--- src/design/led64_pkg.sv ---
// Shared types, constants and round functions of the LED-style 64-bit block cipher.
package led64_pkg;

    localparam int unsigned LED_ROUNDS = 8;
    localparam logic [63:0] KEY_RESET  = 64'h0123_4567_89AB_CDEF;

    typedef logic [0:15][3:0] cells_t;

    typedef enum logic {
        KIND_ENCRYPT = 1'b0,
        KIND_DECRYPT = 1'b1
    } kind_t;

    typedef struct packed {
        kind_t       kind;
        logic [63:0] state;
    } lane_t;

    localparam cells_t FWD_BOX = 64'hC56B_90AD_3EF8_4712;
    localparam cells_t INV_BOX = 64'h5EF8_C12D_B463_079A;
    localparam cells_t MIX_FWD = 64'h4122_8656_BEA9_22FB;
    localparam cells_t MIX_INV = 64'hCCD4_3845_762E_D99D;

    function automatic logic [5:0] round_const(input logic [2:0] t);
        logic [5:0] rc;
        case (t)
            3'd0:    rc = 6'h01;
            3'd1:    rc = 6'h03;
            3'd2:    rc = 6'h07;
            3'd3:    rc = 6'h0F;
            3'd4:    rc = 6'h1F;
            3'd5:    rc = 6'h3E;
            3'd6:    rc = 6'h3D;
            3'd7:    rc = 6'h3B;
            default: rc = 6'h01;
        endcase
        return rc;
    endfunction

    function automatic logic [3:0] gf16_mul(input logic [3:0] x, input logic [3:0] y);
        logic [4:0] a;
        logic [3:0] p;
        a = {1'b0, x};
        p = 4'h0;
        for (int n = 0; n < 4; n++) begin
            if (y[n]) begin
                p = p ^ a[3:0];
            end
            a = {a[3:0], 1'b0};
            if (a[4]) begin
                a = a ^ 5'h13;
            end
        end
        return p;
    endfunction

    function automatic cells_t add_const(input cells_t c, input logic [5:0] rc);
        cells_t t;
        t = c;
        t[0]  = t[0]  ^ 4'h4;
        t[4]  = t[4]  ^ 4'h5;
        t[8]  = t[8]  ^ 4'h2;
        t[12] = t[12] ^ 4'h3;
        t[1]  = t[1]  ^ {1'b0, rc[5:3]};
        t[5]  = t[5]  ^ {1'b0, rc[2:0]};
        t[9]  = t[9]  ^ {1'b0, rc[5:3]};
        t[13] = t[13] ^ {1'b0, rc[2:0]};
        return t;
    endfunction

    function automatic cells_t sub_cells(input cells_t c, input cells_t box);
        cells_t t;
        for (int n = 0; n < 16; n++) begin
            t[n] = box[c[n]];
        end
        return t;
    endfunction

    function automatic cells_t shift_left(input cells_t c);
        cells_t t;
        for (int r = 0; r < 4; r++) begin
            for (int j = 0; j < 4; j++) begin
                t[4*r + j] = c[4*r + ((j + r) & 3)];
            end
        end
        return t;
    endfunction

    function automatic cells_t shift_right(input cells_t c);
        cells_t t;
        for (int r = 0; r < 4; r++) begin
            for (int j = 0; j < 4; j++) begin
                t[4*r + j] = c[4*r + ((j + 4 - r) & 3)];
            end
        end
        return t;
    endfunction

    function automatic cells_t mix_cols(input cells_t c, input cells_t m);
        cells_t     t;
        logic [3:0] acc;
        for (int i = 0; i < 4; i++) begin
            for (int j = 0; j < 4; j++) begin
                acc = 4'h0;
                for (int k = 0; k < 4; k++) begin
                    acc = acc ^ gf16_mul(m[4*i + k], c[4*k + j]);
                end
                t[4*i + j] = acc;
            end
        end
        return t;
    endfunction

    function automatic logic [63:0] enc_round(input logic [63:0] s, input logic [63:0] k,
                                              input logic [5:0] rc);
        cells_t c;
        c = cells_t'(s ^ k);
        c = add_const(c, rc);
        c = sub_cells(c, FWD_BOX);
        c = shift_left(c);
        c = mix_cols(c, MIX_FWD);
        return 64'(c);
    endfunction

    function automatic logic [63:0] dec_round(input logic [63:0] s, input logic [63:0] k,
                                              input logic [5:0] rc);
        cells_t c;
        c = cells_t'(s ^ k);
        c = mix_cols(c, MIX_INV);
        c = shift_right(c);
        c = sub_cells(c, INV_BOX);
        c = add_const(c, rc);
        return 64'(c);
    endfunction

endpackage

--- src/design/led64_round_cell.sv ---
// One round cell of the cipher pipeline: a registered encrypt or decrypt round.
module led64_round_cell #(
    parameter int unsigned STAGE  = 0,
    parameter int unsigned ROUNDS = led64_pkg::LED_ROUNDS
) (
    input  logic              aclk,
    input  logic              aresetn,
    input  logic [63:0]       key,
    input  logic              in_valid,
    output logic              in_ready,
    input  led64_pkg::lane_t  in_data,
    output logic              out_valid,
    input  logic              out_ready,
    output led64_pkg::lane_t  out_data
);
    import led64_pkg::*;

    localparam logic [2:0] ENC_IDX = 3'(STAGE);
    localparam logic [2:0] DEC_IDX = 3'(ROUNDS - 1 - STAGE);

    logic  valid_reg;
    logic  valid_next;
    lane_t data_reg;
    lane_t data_next;
    logic  take;

    assign in_ready = !valid_reg || out_ready;
    assign take     = in_valid && in_ready;

    always_comb begin
        valid_next = valid_reg;
        if (take) begin
            valid_next = 1'b1;
        end else if (out_ready) begin
            valid_next = 1'b0;
        end
    end

    always_comb begin
        data_next      = data_reg;
        if (take) begin
            data_next.kind = in_data.kind;
            if (in_data.kind == KIND_DECRYPT) begin
                data_next.state = dec_round(in_data.state, key, round_const(DEC_IDX));
            end else begin
                data_next.state = enc_round(in_data.state, key, round_const(ENC_IDX));
            end
        end
    end

    always_ff @(posedge aclk) begin
        if (!aresetn) begin
            valid_reg <= 1'b0;
        end else begin
            valid_reg <= valid_next;
        end
    end

    always_ff @(posedge aclk) begin
        data_reg <= data_next;
    end

    assign out_valid = valid_reg;
    assign out_data  = data_reg;

endmodule

--- config.mk ---
export PLATFORM = sky130hd
export DESIGN_NAME = led64_round_cell
export DESIGN_NICKNAME = d
export VERILOG_FILES = /design/src/design/led64_pkg.sv /design/src/design/led64_round_cell.sv
export SDC_FILE = /design/constraint.sdc
export NUM_CORES = 1
export LEC_CHECK = 0
export BUFFER_PORTS_ARGS = -buffer_cell sky130_fd_sc_hd__buf_4
export CORE_ASPECT_RATIO = 1.75
export CORE_UTILIZATION = 50
export DETAILED_ROUTE_END_ITERATION = 6
export PLACE_DENSITY = 0.8
export SLEW_MARGIN = 10
export SYNTH_ARGS = -nofsm -noshare
export SYNTH_HDL_FRONTEND = slang
export SYNTH_SLANG_ARGS = --single-unit
export TNS_END_PERCENT = 1
--- constraint.sdc ---
create_clock -name aclk -period 8.1 [get_ports aclk]
set_input_delay 0.405 -clock aclk [delete_from_list [all_inputs] [get_ports aclk]]
set_output_delay 0.405 -clock aclk [all_outputs]
set_load 0.01 [all_outputs]
==> qor.yml <==
routedWlPerCell_um: 19.1
clk_path_buf_depth: 2
synthAdderAreaFrac_pct: 10.5
io_pins: 200
syn-num-nets: 1798
dp.cells: 2089
finalHoldViolations: 0
critPathCaptureType: "register"
worst_slack_ps: 3930
dp_slack_ps: 3590
finalMaxSlewViolations: 0
htreeDepth: 3
crit_path_top_delay_cell: "xnor2_1"
ys.flop_type: "edfxtp_1"
synth_simple_gate_area_share_pct: 7.56
grt_usage_pct: 27.4
final.setup.tns_ps: 0
timing.hold.ws_ps: 298
routed_wl_mm: 40.2
power_density_nw_per_um2: 425
nFillCells: 2454
yosysTopAreaCell: "xnor2_1"
crit_chain: "buf_4 > xnor2_1 > inv_1 > ha_1 > xnor2_1 > xnor2_1 > xnor2_1 > xor2_1 > inv_1 > ha_1 > mux4_2 > nand2_1 > o21ai_0"
dieArea_um2: 29800
postLayoutCellArea_um2: 16800
synth-compound-area-share_pct: 12.3
grt_pass1_wl_mm: 61.5
peakVddDrop_mv: 0.213
synthDistinctLibCells: 79
reg2reg_depth: 3
top_usage_layer: "met2"
worstSetupStartpointType: "input port"
dieWidth_um: 131
numCtsBuffers: 9
tritoncts: "done"
stdcell_count: 2105
use_met3_pct: 3.17
ys_ff_latch: 66
coreArea_um2: 28600
max_freq_mhz: 240
grt_overflow: 0
drive_gt1_share_pct: 20.7
status: "finished, final reports clean"
hold_start: "aresetn"
drtAntennaViolNets: 0
worstPathRequired_ps: 8230
synth_xor_area_share_pct: 41.2
crit_buf_inv: 3
cts_sinks: 66
hold_path.class: "in2reg"
synth_edf_count: 65
critPathMaxStageDelay_ps: 630
rows: 82
setup_viol: 0
hpwlAfterDp_mm: 32.6
avgSynthCellArea_um2: 9.44
hold_buffers: 0
cts-root-buf: "clkbuf_16"
muxShareOfSynthArea_pct: 11.1
p_leak_nw: 7.08
skew_ps: 14.8
worstMarginPinSlew_ps: 1230
seq_area_um2: 1970
antenna_found_initial: 0
async_reset_ff_share_pct: 0
area_growth_pct: 15.2
grt_pass1_vias: 11900
synth_warnings: 0
hold_path_depth: 2
r2r-end: "out_data[41]"
io_buffers: 199
worst_path_dominant_cell_family: "XOR/XNOR gates"
die_h_um: 228
synth_top_family_by_area: "XOR/XNOR gates"
drtIter0Drc: 872
crit_top_cell: "xnor2_1"
critPathMaxFanout: 9
clk_pin_slew_ps: 60
rsz0062_at_grt: "false"
period_minus_slack_ps: 4170
cts.repair.resized: 0
yosys.cell_count.top_type: "xnor2_1"
clk_latency_ps: 380
grt_max_degree: 72
synth_commonest_cells: "xnor2_1, ha_1, xor2_1"
diodes: 0
crit_arrival_ps: 4300
first_pass_iters: 5
multi_input_area_um2: 12000
vias_per_cell: 5.76
dr_total_vias: 12100
ys_top_cells_by_area: "xnor2_1, edfxtp_1, ha_1, xor2_1, mux2i_1"
use_met1_pct: 28.6
ys_seq_area_share_pct: 13.5
syn_area_um2: 14600
final_nets: 1977
slew-limit-headroom_pct: 17.4
cts_setup_buffers: 0
drc: 0
period_share_pct: 51.5
place_congestion: 0.922
start_util_pct: 50.9
placed_area_um2: 16400
reg2reg_from: "out_valid"
gr-usage-met2_pct: 47.8
r2r_setup_slack_ps: 6390
critical_path_class: "in2reg"
worstHoldEndpoint: "out_valid"
maxCapViolCount: 0
synth_top_cell_area_share_pct: 21.6
synth_cells: 1543
## stage by stage
step	total power (W)	util, %
floorplan	0.00510	-
global placement	0.00641	57.4
detailed placement	0.00656	57.4
CTS	0.00708	58.6
global route	0.00766	58.6
finish	0.00714	58.6
## worst register-to-register path, stage by stage (launching register included)
cell and delay, ps:
dfxtp_1 310, nand2b_1 90, and2_2 140, buf_4 680
## registers in the layout (all words and copies together) (netlist names)
signal,cells
out_data,65
out_valid,1
## logic make-up (layout without fill, tap and decap cells)
family          count (synthesis)  in the layout
fa+ha+maj                     122            122
buf+inv                       142            326
xor+xnor                      568            568
simple gates                  250            250
flops                          66             66
compound gates                271            271
mux                           124            124
## final cells by class
class | count | share of cell area [%]
multi-input combinational | 1335 | 71.7
sequential | 66 | 11.7
timing repair buffer | 211 | 9.44
tap | 378 | 2.82
inverter | 99 | 2.23
clock buffer | 9 | 1.34
clock inverter | 7 | 0.693
## power breakdown
part	internal (W)	switching, W	leakage, nW
clock	0.000301	0.000184	0.167
combinational	0.00259	0.00329	6.27
sequential	0.000692	0.0000810	0.638
## routing by layer
metal	vias to the layer above	share of wire [%]
met2	507	51
met3	144	5.9
met5	-	0
li1	5693	-
met4	0	8.7
met1	5784	35
## worst max path at each step
| stage | depth (start not counted) | slack (ps) | end | start |
|---|---|---|---|---|
| finish | 13 | 3930 | out_data[27] | key[1] |
| global route | 13 | 3620 | out_data[27] | key[1] |
| CTS | 13 | 4000 | out_data[27] | key[1] |
| detailed placement | 13 | 3590 | out_data[27] | key[1] |
| global placement | 13 | 3750 | out_data[27] | key[1] |
| floorplan | 12 | 4380 | out_data[27] | key[1] |
## placed cells by master, fill, tap and decap left out, types with 22 or more instances in the layout
master      n
a211oi_1   22
inv_1      84
xnor2_2    39
a21oi_1    65
buf_4     211
edfxtp_1   65
mux2i_1    84
ha_1      122
nand2_1    83
xnor2_1   359
xnor3_1    35
o21ai_0    64
nor2_1     89
xor2_1    111
mux4_2     29
No activity file was read; power rests on OpenSTA's default activity.
